--- src/design/isolated_hit_filter_1d_defines.svh ---
// ----------------------------------------------------------------------------
// Isolated hit filter assertion macros
// Clocked assertion helpers used by the scan sequencer.
// ----------------------------------------------------------------------------
`ifndef ISOLATED_HIT_FILTER_1D_DEFINES_SVH
`define ISOLATED_HIT_FILTER_1D_DEFINES_SVH

// property holds at every clock edge out of reset
`define IHF_ASSERT(lbl, prop, msg) \
  lbl: assert property (@(posedge clk) disable iff (!rst_n) prop) else $error(msg);

// expression is never true out of reset
`define IHF_ASSERT_NEVER(lbl, expr, msg) \
  lbl: assert property (@(posedge clk) disable iff (!rst_n) !(expr)) else $error(msg);

`endif

--- src/design/ihf_pkg.sv ---
// ----------------------------------------------------------------------------
// Isolated hit filter package
// Payload types, register indexes and sequencer states.
// ----------------------------------------------------------------------------
`timescale 1ns / 1ps

package ihf_pkg;

  localparam int COORD_W    = 12;
  localparam int TAG_W      = 16;
  localparam int DIST_W     = 12;
  localparam int MINN_W     = 7;
  localparam int NCNT_W     = 6;
  localparam int CFG_IDX_W  = 2;
  localparam int CFG_DATA_W = 12;

  localparam logic [CFG_IDX_W-1:0] REG_MAX_DISTANCE   = 2'd0;
  localparam logic [CFG_IDX_W-1:0] REG_MIN_NEIGHBOURS = 2'd1;

  localparam logic [DIST_W-1:0] MAX_DISTANCE_RST   = 12'd1;
  localparam logic [MINN_W-1:0] MIN_NEIGHBOURS_RST = 7'd1;

  typedef struct packed {
    logic [COORD_W-1:0] hit_coord;
    logic [TAG_W-1:0]   hit_tag;
    logic               last_hit;
  } in_t;

  typedef struct packed {
    logic [TAG_W-1:0]   out_tag;
    logic [COORD_W-1:0] out_coord;
    logic               keep;
    logic [NCNT_W-1:0]  neighbour_count;
    logic               overflow;
    logic               last_result;
  } out_t;

  typedef enum logic [2:0] {
    ST_LOAD,
    ST_RD_I,
    ST_CAP_I,
    ST_SCAN,
    ST_EMIT
  } scan_state_t;

endpackage

--- src/design/isolated_hit_filter_1d.sv ---
// ----------------------------------------------------------------------------
// Isolated hit filter, one dimension
// Flags (keep) hits that have enough neighbours within a configured distance.
// ----------------------------------------------------------------------------
// Usage:
//   in_*  : hit requests (coord, tag, last_hit). One request per cycle is
//           taken while the set loads; in_stall is high from the last hit of
//           a set until its final result sits in the output register.
//   out_* : one result request per stored hit, in load order, last_result on
//           the final one. Hits past MAX_HITS are dropped and flag overflow.
//   cfg_* : register writes (index 0 max_distance, 1 min_neighbours),
//           always ready; write only while no set is in flight.
// Sequence: each stored hit is read (ST_RD_I), captured (ST_CAP_I), then
//   scored by sweeping the single coordinate memory read port one entry per
//   cycle over the whole set (ST_SCAN), and emitted (ST_EMIT).
// Reset: synchronous rst_n empties the set and loads both registers with 1.
//   Memory contents are not cleared; only written entries are read.
// A stalled receiver holds the output register and holds the sequencer in ST_EMIT.
// ----------------------------------------------------------------------------
`timescale 1ns / 1ps

module isolated_hit_filter_1d #(
  parameter int MAX_HITS   = 64,
  parameter int COORD_BITS = 12
) (
  input  logic                           clk,
  input  logic                           rst_n,
  input  logic                           in_valid,
  input  ihf_pkg::in_t                   in_data,
  output logic                           in_stall,
  output logic                           out_valid,
  output ihf_pkg::out_t                  out_data,
  input  logic                           out_stall,
  input  logic                           cfg_valid,
  output logic                           cfg_ready,
  input  logic [ihf_pkg::CFG_IDX_W-1:0]  cfg_index,
  input  logic [ihf_pkg::CFG_DATA_W-1:0] cfg_data
);

  localparam int IW = (MAX_HITS > 2) ? $clog2(MAX_HITS) : 1;
  localparam int HW = $clog2(MAX_HITS + 1);

  logic [ihf_pkg::DIST_W-1:0] max_dist_r;
  logic [ihf_pkg::MINN_W-1:0] min_nb_r;

  logic                      mem_we;
  logic [IW-1:0]             mem_waddr, mem_raddr_c, mem_raddr_t;
  logic [COORD_BITS-1:0]     mem_wcoord, mem_rcoord;
  logic [ihf_pkg::TAG_W-1:0] mem_wtag, mem_rtag;

  logic          slot_free, emit;
  ihf_pkg::out_t res;
  logic          out_valid_r;
  ihf_pkg::out_t out_data_r;

  assign cfg_ready = 1'b1;

  always_ff @(posedge clk) begin
    if (!rst_n) begin
      max_dist_r <= ihf_pkg::MAX_DISTANCE_RST;
      min_nb_r   <= ihf_pkg::MIN_NEIGHBOURS_RST;
    end else if (cfg_valid && cfg_ready) begin
      case (cfg_index)
        ihf_pkg::REG_MAX_DISTANCE:   max_dist_r <= cfg_data[ihf_pkg::DIST_W-1:0];
        ihf_pkg::REG_MIN_NEIGHBOURS: min_nb_r   <= cfg_data[ihf_pkg::MINN_W-1:0];
        default: ;
      endcase
    end
  end

  ihf_store #(
    .DEPTH (MAX_HITS),
    .CW    (COORD_BITS),
    .AW    (IW)
  ) u_store (
    .clk     (clk),
    .we      (mem_we),
    .waddr   (mem_waddr),
    .wcoord  (mem_wcoord),
    .wtag    (mem_wtag),
    .raddr_c (mem_raddr_c),
    .raddr_t (mem_raddr_t),
    .rcoord  (mem_rcoord),
    .rtag    (mem_rtag)
  );

  ihf_scan #(
    .MAX_HITS   (MAX_HITS),
    .COORD_BITS (COORD_BITS),
    .IW         (IW),
    .HW         (HW)
  ) u_scan (
    .clk            (clk),
    .rst_n          (rst_n),
    .in_valid       (in_valid),
    .in_data        (in_data),
    .in_stall       (in_stall),
    .max_distance   (max_dist_r),
    .min_neighbours (min_nb_r),
    .mem_we         (mem_we),
    .mem_waddr      (mem_waddr),
    .mem_wcoord     (mem_wcoord),
    .mem_wtag       (mem_wtag),
    .mem_raddr_c    (mem_raddr_c),
    .mem_raddr_t    (mem_raddr_t),
    .mem_rcoord     (mem_rcoord),
    .mem_rtag       (mem_rtag),
    .slot_free      (slot_free),
    .emit           (emit),
    .res            (res)
  );

  assign slot_free = !out_valid_r || !out_stall;

  always_ff @(posedge clk) begin
    if (!rst_n) begin
      out_valid_r <= 1'b0;
    end else if (slot_free) begin
      out_valid_r <= emit;
    end
  end

  always_ff @(posedge clk) begin
    if (slot_free && emit) begin
      out_data_r <= res;
    end
  end

  assign out_valid = out_valid_r;
  assign out_data  = out_data_r;

endmodule

--- src/design/ihf_store.sv ---
// ----------------------------------------------------------------------------
// Isolated hit filter hit store
// Coordinate and tag memories, one write port, registered read ports.
// ----------------------------------------------------------------------------
`timescale 1ns / 1ps

module ihf_store #(
  parameter int DEPTH = 64,
  parameter int CW    = 12,
  parameter int AW    = 6
) (
  input  logic                    clk,
  input  logic                    we,
  input  logic [AW-1:0]           waddr,
  input  logic [CW-1:0]           wcoord,
  input  logic [ihf_pkg::TAG_W-1:0] wtag,
  input  logic [AW-1:0]           raddr_c,
  input  logic [AW-1:0]           raddr_t,
  output logic [CW-1:0]           rcoord,
  output logic [ihf_pkg::TAG_W-1:0] rtag
);

  logic [CW-1:0]             coord_mem [DEPTH];
  logic [ihf_pkg::TAG_W-1:0] tag_mem   [DEPTH];

  always_ff @(posedge clk) begin
    if (we) begin
      coord_mem[waddr] <= wcoord;
      tag_mem[waddr]   <= wtag;
    end
  end

  always_ff @(posedge clk) begin
    rcoord <= coord_mem[raddr_c];
    rtag   <= tag_mem[raddr_t];
  end

endmodule

--- src/design/ihf_scan.sv ---
// ----------------------------------------------------------------------------
// Isolated hit filter scan sequencer
// Loads hits into the store, then counts neighbours of each hit by sweeping
// the coordinate memory one entry per cycle.
// ----------------------------------------------------------------------------
`timescale 1ns / 1ps

`include "isolated_hit_filter_1d_defines.svh"

module ihf_scan #(
  parameter int MAX_HITS   = 64,
  parameter int COORD_BITS = 12,
  parameter int IW         = 6,
  parameter int HW         = 7
) (
  input  logic                       clk,
  input  logic                       rst_n,
  input  logic                       in_valid,
  input  ihf_pkg::in_t               in_data,
  output logic                       in_stall,
  input  logic [ihf_pkg::DIST_W-1:0] max_distance,
  input  logic [ihf_pkg::MINN_W-1:0] min_neighbours,
  output logic                       mem_we,
  output logic [IW-1:0]              mem_waddr,
  output logic [COORD_BITS-1:0]      mem_wcoord,
  output logic [ihf_pkg::TAG_W-1:0]  mem_wtag,
  output logic [IW-1:0]              mem_raddr_c,
  output logic [IW-1:0]              mem_raddr_t,
  input  logic [COORD_BITS-1:0]      mem_rcoord,
  input  logic [ihf_pkg::TAG_W-1:0]  mem_rtag,
  input  logic                       slot_free,
  output logic                       emit,
  output ihf_pkg::out_t              res
);

  localparam int CW   = COORD_BITS;
  localparam int DW   = (CW > ihf_pkg::COORD_W) ? CW : ihf_pkg::COORD_W;
  localparam int CNTW = (MAX_HITS > 2) ? $clog2(MAX_HITS) : 1;

  ihf_pkg::scan_state_t state_r, state_nxt;

  logic [HW-1:0]   hc_r, hc_nxt;
  logic            ovf_r, ovf_nxt;
  logic [IW-1:0]   i_r, i_nxt;
  logic [IW-1:0]   j_r, j_nxt;
  logic [CNTW-1:0] cnt_r, cnt_nxt;
  logic [CW-1:0]   ci_r, ci_nxt;

  logic [DW-1:0]   in_ext, ci_ext, cj_ext, diff;
  logic            full, j_last, i_last, in_reach, hit_j;

  assign in_ext   = DW'(in_data.hit_coord);
  assign ci_ext   = DW'(ci_r);
  assign cj_ext   = DW'(mem_rcoord);
  assign diff     = (ci_ext >= cj_ext) ? (ci_ext - cj_ext) : (cj_ext - ci_ext);
  assign in_reach = diff <= DW'(max_distance);
  assign hit_j    = (j_r != i_r) && in_reach;

  assign full   = hc_r == HW'(MAX_HITS);
  assign j_last = HW'(j_r) == (hc_r - HW'(1));
  assign i_last = HW'(i_r) == (hc_r - HW'(1));

  assign in_stall    = state_r != ihf_pkg::ST_LOAD;
  assign mem_waddr   = hc_r[IW-1:0];
  assign mem_wcoord  = in_ext[CW-1:0];
  assign mem_wtag    = in_data.hit_tag;
  assign mem_raddr_t = i_r;

  always_comb begin
    res.out_tag         = mem_rtag;
    res.out_coord       = ci_ext[ihf_pkg::COORD_W-1:0];
    res.keep            = ihf_pkg::MINN_W'(cnt_r) >= min_neighbours;
    res.neighbour_count = ihf_pkg::NCNT_W'(cnt_r);
    res.overflow        = ovf_r;
    res.last_result     = i_last;
  end

  always_comb begin
    state_nxt = state_r;
    case (state_r)
      ihf_pkg::ST_LOAD: begin
        if (in_valid && in_data.last_hit) state_nxt = ihf_pkg::ST_RD_I;
      end
      ihf_pkg::ST_RD_I:  state_nxt = ihf_pkg::ST_CAP_I;
      ihf_pkg::ST_CAP_I: state_nxt = ihf_pkg::ST_SCAN;
      ihf_pkg::ST_SCAN: begin
        if (j_last) state_nxt = ihf_pkg::ST_EMIT;
      end
      ihf_pkg::ST_EMIT: begin
        if (slot_free) state_nxt = i_last ? ihf_pkg::ST_LOAD : ihf_pkg::ST_RD_I;
      end
      default: state_nxt = ihf_pkg::ST_LOAD;
    endcase
  end

  always_comb begin
    hc_nxt      = hc_r;
    ovf_nxt     = ovf_r;
    i_nxt       = i_r;
    j_nxt       = j_r;
    cnt_nxt     = cnt_r;
    ci_nxt      = ci_r;
    mem_we      = 1'b0;
    mem_raddr_c = i_r;
    emit        = 1'b0;
    case (state_r)
      ihf_pkg::ST_LOAD: begin
        if (in_valid) begin
          if (full) begin
            ovf_nxt = 1'b1;
          end else begin
            mem_we = 1'b1;
            hc_nxt = hc_r + HW'(1);
          end
        end
      end
      ihf_pkg::ST_RD_I: begin
        mem_raddr_c = i_r;
      end
      ihf_pkg::ST_CAP_I: begin
        ci_nxt      = mem_rcoord;
        cnt_nxt     = '0;
        j_nxt       = '0;
        mem_raddr_c = '0;
      end
      ihf_pkg::ST_SCAN: begin
        if (hit_j) cnt_nxt = cnt_r + CNTW'(1);
        if (!j_last) begin
          j_nxt       = j_r + IW'(1);
          mem_raddr_c = j_r + IW'(1);
        end
      end
      ihf_pkg::ST_EMIT: begin
        if (slot_free) begin
          emit = 1'b1;
          if (i_last) begin
            i_nxt   = '0;
            hc_nxt  = '0;
            ovf_nxt = 1'b0;
          end else begin
            i_nxt = i_r + IW'(1);
          end
        end
      end
      default: begin
        mem_raddr_c = i_r;
      end
    endcase
  end

  always_ff @(posedge clk) begin
    if (!rst_n) begin
      state_r <= ihf_pkg::ST_LOAD;
      hc_r    <= '0;
      ovf_r   <= 1'b0;
      i_r     <= '0;
      j_r     <= '0;
      cnt_r   <= '0;
    end else begin
      state_r <= state_nxt;
      hc_r    <= hc_nxt;
      ovf_r   <= ovf_nxt;
      i_r     <= i_nxt;
      j_r     <= j_nxt;
      cnt_r   <= cnt_nxt;
    end
  end

  always_ff @(posedge clk) begin
    ci_r <= ci_nxt;
  end

  `IHF_ASSERT(a_hc_bound, hc_r <= HW'(MAX_HITS), "hit count above capacity")
  `IHF_ASSERT_NEVER(a_scan_empty, (state_r != ihf_pkg::ST_LOAD) && (hc_r == '0), "scan of empty set")
  `IHF_ASSERT(a_cnt_bound, (state_r == ihf_pkg::ST_EMIT) |-> (HW'(cnt_r) < hc_r), "count too large")
  `IHF_ASSERT(a_set_clear, (emit && i_last) |=> ((hc_r == '0) && !ovf_r && (i_r == '0)), "set not cleared")
  `IHF_ASSERT_NEVER(a_wr_outside_load, mem_we && (state_r != ihf_pkg::ST_LOAD), "store write during scan")

endmodule
--- config.mk ---
export PLATFORM = sky130hd
export DESIGN_NAME = isolated_hit_filter_1d
export DESIGN_NICKNAME = d
export VERILOG_FILES = /design/src/design/ihf_pkg.sv /design/src/design/isolated_hit_filter_1d.sv /design/src/design/ihf_store.sv /design/src/design/ihf_scan.sv
export VERILOG_INCLUDE_DIRS = /design/src /design/src/design
export SDC_FILE = /design/constraint.sdc
export NUM_CORES = 2
export LEC_CHECK = 0
export BUFFER_PORTS_ARGS = -buffer_cell sky130_fd_sc_hd__clkbuf_2
export CAP_MARGIN = 5
export CORE_MARGIN = 2
export CORE_UTILIZATION = 63
export DETAILED_ROUTE_END_ITERATION = 10
export PLACE_DENSITY = 0.82
export REMOVE_ABC_BUFFERS = 1
export SYNTH_ARGS = -nofsm -noshare
export SYNTH_HDL_FRONTEND = slang
export SYNTH_HIERARCHICAL = 1
export SYNTH_SLANG_ARGS = --single-unit
--- constraint.sdc ---
create_clock -name clk -period 5.2 [get_ports clk]
set_clock_uncertainty 0.15 [all_clocks]
set_input_delay 0 -clock clk [delete_from_list [all_inputs] [get_ports clk]]
set_output_delay 0 -clock clk [all_outputs]
set_load 0.05 [all_outputs]
Word-level counts from Yosys, hierarchy flattened --
Memory sizes are Yosys's and may differ from the RTL's. A register that Yosys moved wholly into a read port is not among the register bits. Cells that the tools add are included.
Word-level totals: logic and storage cells 95, input port bits 48, flip-flop bits (word level) 98, memories kept 2, output and inout bits 40, memory bits (writable) 1792
Memories:
- u_store.tag_mem | depth 64, width 16, rd ports 1, clocked after memory_dff 1, wr ports 1, line ihf_store.sv:24 | logic [ihf_pkg::TAG_W-1:0] tag_mem [DEPTH];
- u_store.coord_mem | depth 64, width 12, rd ports 1, clocked after memory_dff 1, wr ports 1, line ihf_store.sv:23 | logic [CW-1:0] coord_mem [DEPTH];
Operators by class: reductions and logical operators 19, order comparisons 3, muxes and demuxes 30, add/subtract/negate cells 7, equality and inequality tests 18
Operator list (number):
- $pmux 6 s2 | 3
- $mux 7 | 4
- $mux 6 | 4
- $sub 12x12->12 | 2
- $add 6x1->6 const B | 3
- $pmux 3 s5 | 1
- $eq 6x7->1 | 2
- $pmux 7 s2 | 1
- $ge 12x12->1 | 1
- $le 12x12->1 | 1
- $mux 1 | 12
- $mux 12 | 1
- $ne 2x1->1 const B | 5
- $reduce_and 2->1 | 5
- $reduce_and 5->1 | 2
- $mux 3 | 3
- $ne 2x2->1 const B | 4
- $add 7x1->7 const B | 1
- $eq 7x7->1 const B | 1
- $ge 6x7->1 | 1
- $sub 7x1->7 const B | 1
- $eq 3x2->1 const B | 2
- $ne 6x6->1 | 1
- $reduce_bool 2->1 | 2
- other kinds (11) | 14

Longest topological paths before layout --
depth in word-level cells 6, depth in mapped cells 21, depth with buffers taken out 19

Modules after synthesis --
Netlist, hierarchy kept.
By module, submodules not included:
- ihf_store | cells each 2921, area each 68987.4 µm², instances 1, seq. area each 54372.1 µm²
- ihf_scan | cells each 528, area each 4369.2 µm², instances 1, seq. area each 940.9 µm²
- isolated_hit_filter_1d | cells each 120, area each 1919.3 µm², instances 1, seq. area each 1511.4 µm²

Worst setup path before layout --
OpenSTA, ideal clock, no wires.
path kind register to register, start point register u_scan.ci_r[0], in the netlist u_scan/ci_ext[0], end point register u_scan.cnt_r[5], arrival 4047 ps, period minus slack after synthesis 4327 ps, slack 873 ps, cell stages (with the launch flop) 22, path buffers 2, library setup time 129 ps, path through edfxtp_1 inv_1 ha_1 inv_1 fa_1 a21o_1 a21oi_1 a21oi_1 o32a_1 clkbuf_1 buf_2 o211ai_1 o21ai_1 xnor2_1 ha_1 a21o_1 a21o_1 a221o_1 a211oi_2 nand4_1 xor2_1 nor2_1
On the way: word-level cells in the longest chain between the ends 6, elaborated cells between the ends (all ways) 8, classes of those cells add/sub (2); order compare (2); eq/ne (1); mux (1); reduce/logical (2)
RTL lines:
- start: declaration | line ihf_scan.sv:47 | logic [CW-1:0] ci_r, ci_nxt;
- start signal: assignment | line ihf_scan.sv:170 | ci_r <= ci_nxt;
- $sub 12x12->12 / $ge 12x12->1 (equally long branches) | line ihf_scan.sv:55 | assign diff = (ci_ext >= cj_ext) ? (ci_ext - cj_ext) : (cj_ext - ci_ext);
- $mux 12 (*) | line ihf_scan.sv:55
- $le 12x12->1 (*) | line ihf_scan.sv:56 | assign in_reach = diff <= DW'(max_distance);
- $logic_and 1x1->1 (*) | line ihf_scan.sv:57 | assign hit_j = (j_r != i_r) && in_reach;
- $ne 2x1->1 (no source line) (*)
- $reduce_and 2->1 (no source line) (*)
- end signal: assignment | line ihf_scan.sv:165 | cnt_r <= cnt_nxt;
- end: declaration | line ihf_scan.sv:46 | logic [CNTW-1:0] cnt_r, cnt_nxt;
Every way passes the cells marked *; elsewhere a longest branch is shown, timed or not. A chain may end at the register's enable or synchronous reset.

Worst setup path after layout --
start point register u_scan.hc_r[1], end point register u_store.rcoord[0] (read register of u_store.coord_mem)
On the way: word-level cells in the longest chain between the ends 4
RTL lines:
- start: declaration | line ihf_scan.sv:42 | logic [HW-1:0] hc_r, hc_nxt;
- start signal: assignment | line ihf_scan.sv:161 | hc_r <= hc_nxt;
- $sub 7x1->7 | line ihf_scan.sv:60 | assign j_last = HW'(j_r) == (hc_r - HW'(1));
- $eq 6x7->1 | line ihf_scan.sv:60
- $mux 6 | line ihf_scan.sv:128 | if (!j_last) begin
- $pmux 6 s2 | line ihf_scan.sv:106 | case (state_r)
- named net mem_raddr_c[0] | line isolated_hit_filter_1d.sv:47 | logic [IW-1:0] mem_waddr, mem_raddr_c, mem_raddr_t;
- end: declaration | line ihf_store.sv:19 | output logic [CW-1:0] rcoord,
The timed path passes the listed nets, and every way through them passes these cells.

==> flow_summary_export.csv <==
group,metric,value,unit
pwr,power_report.internal_total,24800,uW
synthesis,number_of_enable_type_register_cells_in_the_synthesized_netlist,1841,
synthesis,synth_top_area_cell,"sky130_fd_sc_hd__edfxtp_1",
timing,worstMarginPinSlew,1.35,ns
synthesis,synth-seq-cells,1918,
critical_path,worst_setup_sp_type,"register",
outcome,run_status,"complete, no violations",
synthesis,muxShareOfSynthArea,15.6,%
layout,filler_cell_count,6255,
synthesis,dominant_combinational_cell_family_by_area_after_synthesis,"multiplexers",
placement,detailed_place_hpwl,98.5,mm
placement,place.port_buffers,86,
clock_tree,clkTransAtPathRegs,0.07,ns
timing,max_freq,0.200,GHz
clock_tree,clock_path_buffers,3,
layout,diodes,0,
clock_tree,number_of_buffers_inserted_during_clock_tree_synthesis,177,
synthesis,synthTopCellsByArea,"sky130_fd_sc_hd__edfxtp_1, sky130_fd_sc_hd__mux4_2, sky130_fd_sc_hd__dfxtp_1, sky130_fd_sc_hd__mux2i_1, sky130_fd_sc_hd__buf_4",
timing,final-setup-viol-count,0,
placement,placed_cells,5080,
synthesis,yosys.area_share.adder,0.818,%
pwr,report.power.total,31400,uW
clock_tree,clock_latency,0.81,ns
clock_tree,cts-htree-levels,4,
timing,setup_repair_after_global_routing_missed_its_margin,"false",
route,final_antenna_net_count,0,
timing,timing.final.max_slew_violations,0,
synthesis,avgSynthCellArea,21.1,sq um
pwr,total_leakage_power,0.0261,uW
layout,fin_util,71.5,%
critical_path,critical_path_class,"reg -> reg",
layout,post_route_cells_drive_above_1_share,26.7,%
synthesis,area_fraction_in_compound_gates_after_synthesis,2.97,%
synthesis,distinct_cells_synth,80,
route,detail_route.wirelength,196,mm
synthesis,synth.most_common_cell,"sky130_fd_sc_hd__edfxtp_1",
route,post_drt_wl_per_cell,35.7,um
hold_path,worstHoldEndpoint,"u_store/tag_mem[27][0]",
route,drc_errors,0,
critical_path,critPathCaptureType,"register",
critical_path,worst_r2r_endpoint,"u_store/rcoord[0]",
clock_tree,cts_tree,"built",
synthesis,syn-instance-count,3569,
floorplan,die_area,0.122,sq mm
timing,hold_viol,0,
synthesis,synth_flop_cell,"sky130_fd_sc_hd__edfxtp_1",
layout,post_layout_nonfiller_instances,5489,
floorplan,die_x,350,um
critical_path,wp_buf_inv,3,
floorplan,start_util,63.7,%
critical_path,timing.reg2reg.worst_path_depth,15,
route,initialDrtViolationCount,6324,
layout,area_growth_syn_to_layout,12.4,%
floorplan,ioPinCount,88,
floorplan,coreArea,0.118,sq mm
hold_path,holdCritPathClass,"in -> reg",
synthesis,yosys.area_share.simple,2.40,%
critical_path,worst_r2r_startpoint,"u_scan/hc_r[1]",
global_routing,antenna_found_initial,5,
synthesis,netlist_area,0.0753,sq mm
pwr,max-vdd-ir-drop,0.000457,V
critical_path,crit_family,"compound AO/OA/AOI/OAI gates",
synthesis,synthDominantCellAreaShare,73.4,%
timing,setup_ws,0.204,ns
critical_path,worst_path_most_repeated_cell,"sky130_fd_sc_hd__mux4_2",
global_routing,grt_pass1_vias,39900,
placement,postPlaceCellArea,0.0779,sq mm
critical_path,cp_data_required_time,5.75,ns
pwr,p_sw,6620,uW
placement,gp_congestion,0.903,
timing,final_critical_path_time_including_i_o_delays_and_setup,5.00,ns
critical_path,worst_path_max_delay_cell,"sky130_fd_sc_hd__mux4_2",
hold_path,worstHoldPathCells,2,
critical_path,crit_fanout,30,
layout,num-nets-final,3899,
layout,postLayoutCellArea,0.0846,sq mm
route,route.vias.total,39200,
pwr,clock_power_share,41.9,%
route,firstDrtPassIters,8,
critical_path,timing.reg2reg.setup_slack,0.20,ns
synthesis,synth.yosys.seq_area_share,75.5,%
synthesis,count_of_synthesis_stage_warnings_from_yosys,6,
global_routing,pin_count_of_the_biggest_net_entering_global_routing,107,
pwr,p_seq_share,54.4,%
timing,fin_crit_sh,96.1,%
critical_path,worst-endpoint-arrival,5.54,ns
pwr,switch_share,21.1,%
synthesis,synth_async_sr_flop_share,0,%
global_routing,grt_first_pass_wirelength,281,mm
pwr,power.density_cell_area,371,mW/mm^2
flow_run,cap_violations,0,
global_routing,globalRouteOverflowTotal,0,
synthesis,synth_xor_area_share,0.549,%
clock_tree,clock_sinks,1918,
placement,place_worst_setup_slack,0.332,ns
hold_path,timing.hold.worst.start,"in_data[1]",
clock_tree,clk_root_buffer_cell,"sky130_fd_sc_hd__clkbuf_16",
critical_path,cp_slowest_stage_delay,0.58,ns
route,route.detailed.vias_per_inst,7.15,
timing,slew_headroom,9.50,%
pwr,pwr-share-comb,3.7,%
floorplan,placementRows,126,
synthesis,synth.top_cells.by_count,"sky130_fd_sc_hd__edfxtp_1, sky130_fd_sc_hd__mux4_2, sky130_fd_sc_hd__mux2i_1, sky130_fd_sc_hd__nor2_1, sky130_fd_sc_hd__nand2_1",
critical_path,critical_path.startpoint,"u_scan/hc_r[1]",
global_routing,grt_usage,32.6,%
critical_path,cp_cell_sequence,"inv_1, ha_1, nand2b_1, and3b_1, o31ai_1, nor4_4, nor2_4, a22o_1, a22o_4, buf_12, mux4_2, mux4_2, o21ai_1, o41ai_1, buf_4",
floorplan,die_h,350,um
metal layers:
| layer | up-vias | wire length [um] | track usage (%) |
|---|---|---|---|
| li1 | 15200 | - | - |
| met1 | 20100 | 65600 | 42.3 |
| met2 | 3281 | 97600 | 53.7 |
| met3 | 630 | 22500 | 6.84 |
| met4 | 6 | 10300 | 14.9 |
| met5 | - | 47 | 0 |
cell type report:
cell class	count	area [sq um]	area share (%)
tap	1536	1920	2.27
multi-input combinational	1350	17300	20.4
clock buffer	227	4730	5.59
sequential	1918	56800	67.2
timing repair buffer	301	2550	3.02
inverter	55	206	0.244
clock inverter	102	1090	1.28
per-stage QoR:
step | setup TNS (ns) | hold slack, ns
after global routing | 0 | 0.0274
final | 0 | 0.0345
after detailed placement | 0 | 0.0937
after CTS | 0 | 0.0417
after floorplan | -378.26 | -0.0511
after global placement | 0 | 0.0823
sequential cells by signal, summed over array words and instances, names as in the netlist:
signal,flops
u_scan/hc_r,7
u_scan/cnt_r,6
u_store/rcoord,12
u_scan/ovf_r,1
u_store/rtag,16
u_scan/state_r,3
u_scan/ci_ext,12
u_scan/mem_raddr_t,6
u_store/tag_mem,1024
max_dist_r,12
min_nb_r,7
out_valid,1
u_scan/j_r,6
u_store/coord_mem,768
out_data,37
cells by family (layout without fill, tap and decap cells):
kind of cell	after synthesis	count (layout)
flops	1918	1918
mux	587	587
simple gates	357	357
compound gates	313	313
buf+inv	301	685
fa+ha+maj	48	48
xor+xnor	44	44
other cells	1	1
power groups by stage:
stage / registers, uW / clock network [uW] / logic (uW)
global route: 17100 / 13700 / 1230
detailed placement: 17400 / 0 / 1040
CTS: 17100 / 13300 / 1110
global placement: 17400 / 0 / 1000
finish: 17100 / 13200 / 1150
floorplan: 17400 / 0 / 620
worst max-delay path by stage:
stage,end,slack [ns],cells after the start
after global routing,u_store/rcoord[1],0.006,15
after floorplan,u_store/rcoord[0],-13.14,7
final,u_store/rcoord[0],0.20,15
after global placement,u_store/rcoord[1],0.48,12
after detailed placement,u_store/rcoord[8],0.33,13
after CTS,u_store/rcoord[0],0.15,14
placed cells by master (no fill, tap or decap), types with 32 or more instances in the layout:
| master | n |
|---|---|
| sky130_fd_sc_hd__nor2_1 | 35 |
| sky130_fd_sc_hd__a21oi_1 | 55 |
| sky130_fd_sc_hd__clkbuf_1 | 39 |
| sky130_fd_sc_hd__nor2b_1 | 41 |
| sky130_fd_sc_hd__inv_1 | 55 |
| sky130_fd_sc_hd__ha_1 | 46 |
| sky130_fd_sc_hd__buf_4 | 116 |
| sky130_fd_sc_hd__edfxtp_1 | 1841 |
| sky130_fd_sc_hd__clkinv_1 | 32 |
| sky130_fd_sc_hd__mux2i_1 | 113 |
| sky130_fd_sc_hd__mux4_2 | 466 |
| sky130_fd_sc_hd__dfxtp_1 | 71 |
| sky130_fd_sc_hd__clkbuf_2 | 85 |
| sky130_fd_sc_hd__o221ai_1 | 37 |
| sky130_fd_sc_hd__nand2_1 | 93 |
| sky130_fd_sc_hd__clkbuf_16 | 177 |
| sky130_fd_sc_hd__dlygate4sd3_1 | 73 |
| sky130_fd_sc_hd__nor2_4 | 57 |
worst register-to-register path: stages, from the launching register on:
cell and delay, ns:
sky130_fd_sc_hd__dfxtp_1 0.55, sky130_fd_sc_hd__inv_1 0.10, sky130_fd_sc_hd__ha_1 0.27, sky130_fd_sc_hd__nand2b_1 0.18, sky130_fd_sc_hd__and3b_1 0.20, sky130_fd_sc_hd__o31ai_1 0.40, sky130_fd_sc_hd__nor4_4 0.13, sky130_fd_sc_hd__nor2_4 0.20
sky130_fd_sc_hd__a22o_1 0.18, sky130_fd_sc_hd__a22o_4 0.37, sky130_fd_sc_hd__buf_12 0.33, sky130_fd_sc_hd__mux4_2 0.60, sky130_fd_sc_hd__mux4_2 0.49, sky130_fd_sc_hd__o21ai_1 0.36, sky130_fd_sc_hd__o41ai_1 0.20, sky130_fd_sc_hd__buf_4 0.20
timing repair:
| item | 4_1_cts | 5_1_grt |
|---|---|---|
| endpoints found under the hold margin | 1003 | 384 |
| setup endpoints to repair | 0 | 4 |
| resized for setup | 0 | 0 |
| hold buffers | 67 | 6 |
| setup buffers | 0 | 1 |
Power figures use the tool's default switching activity.
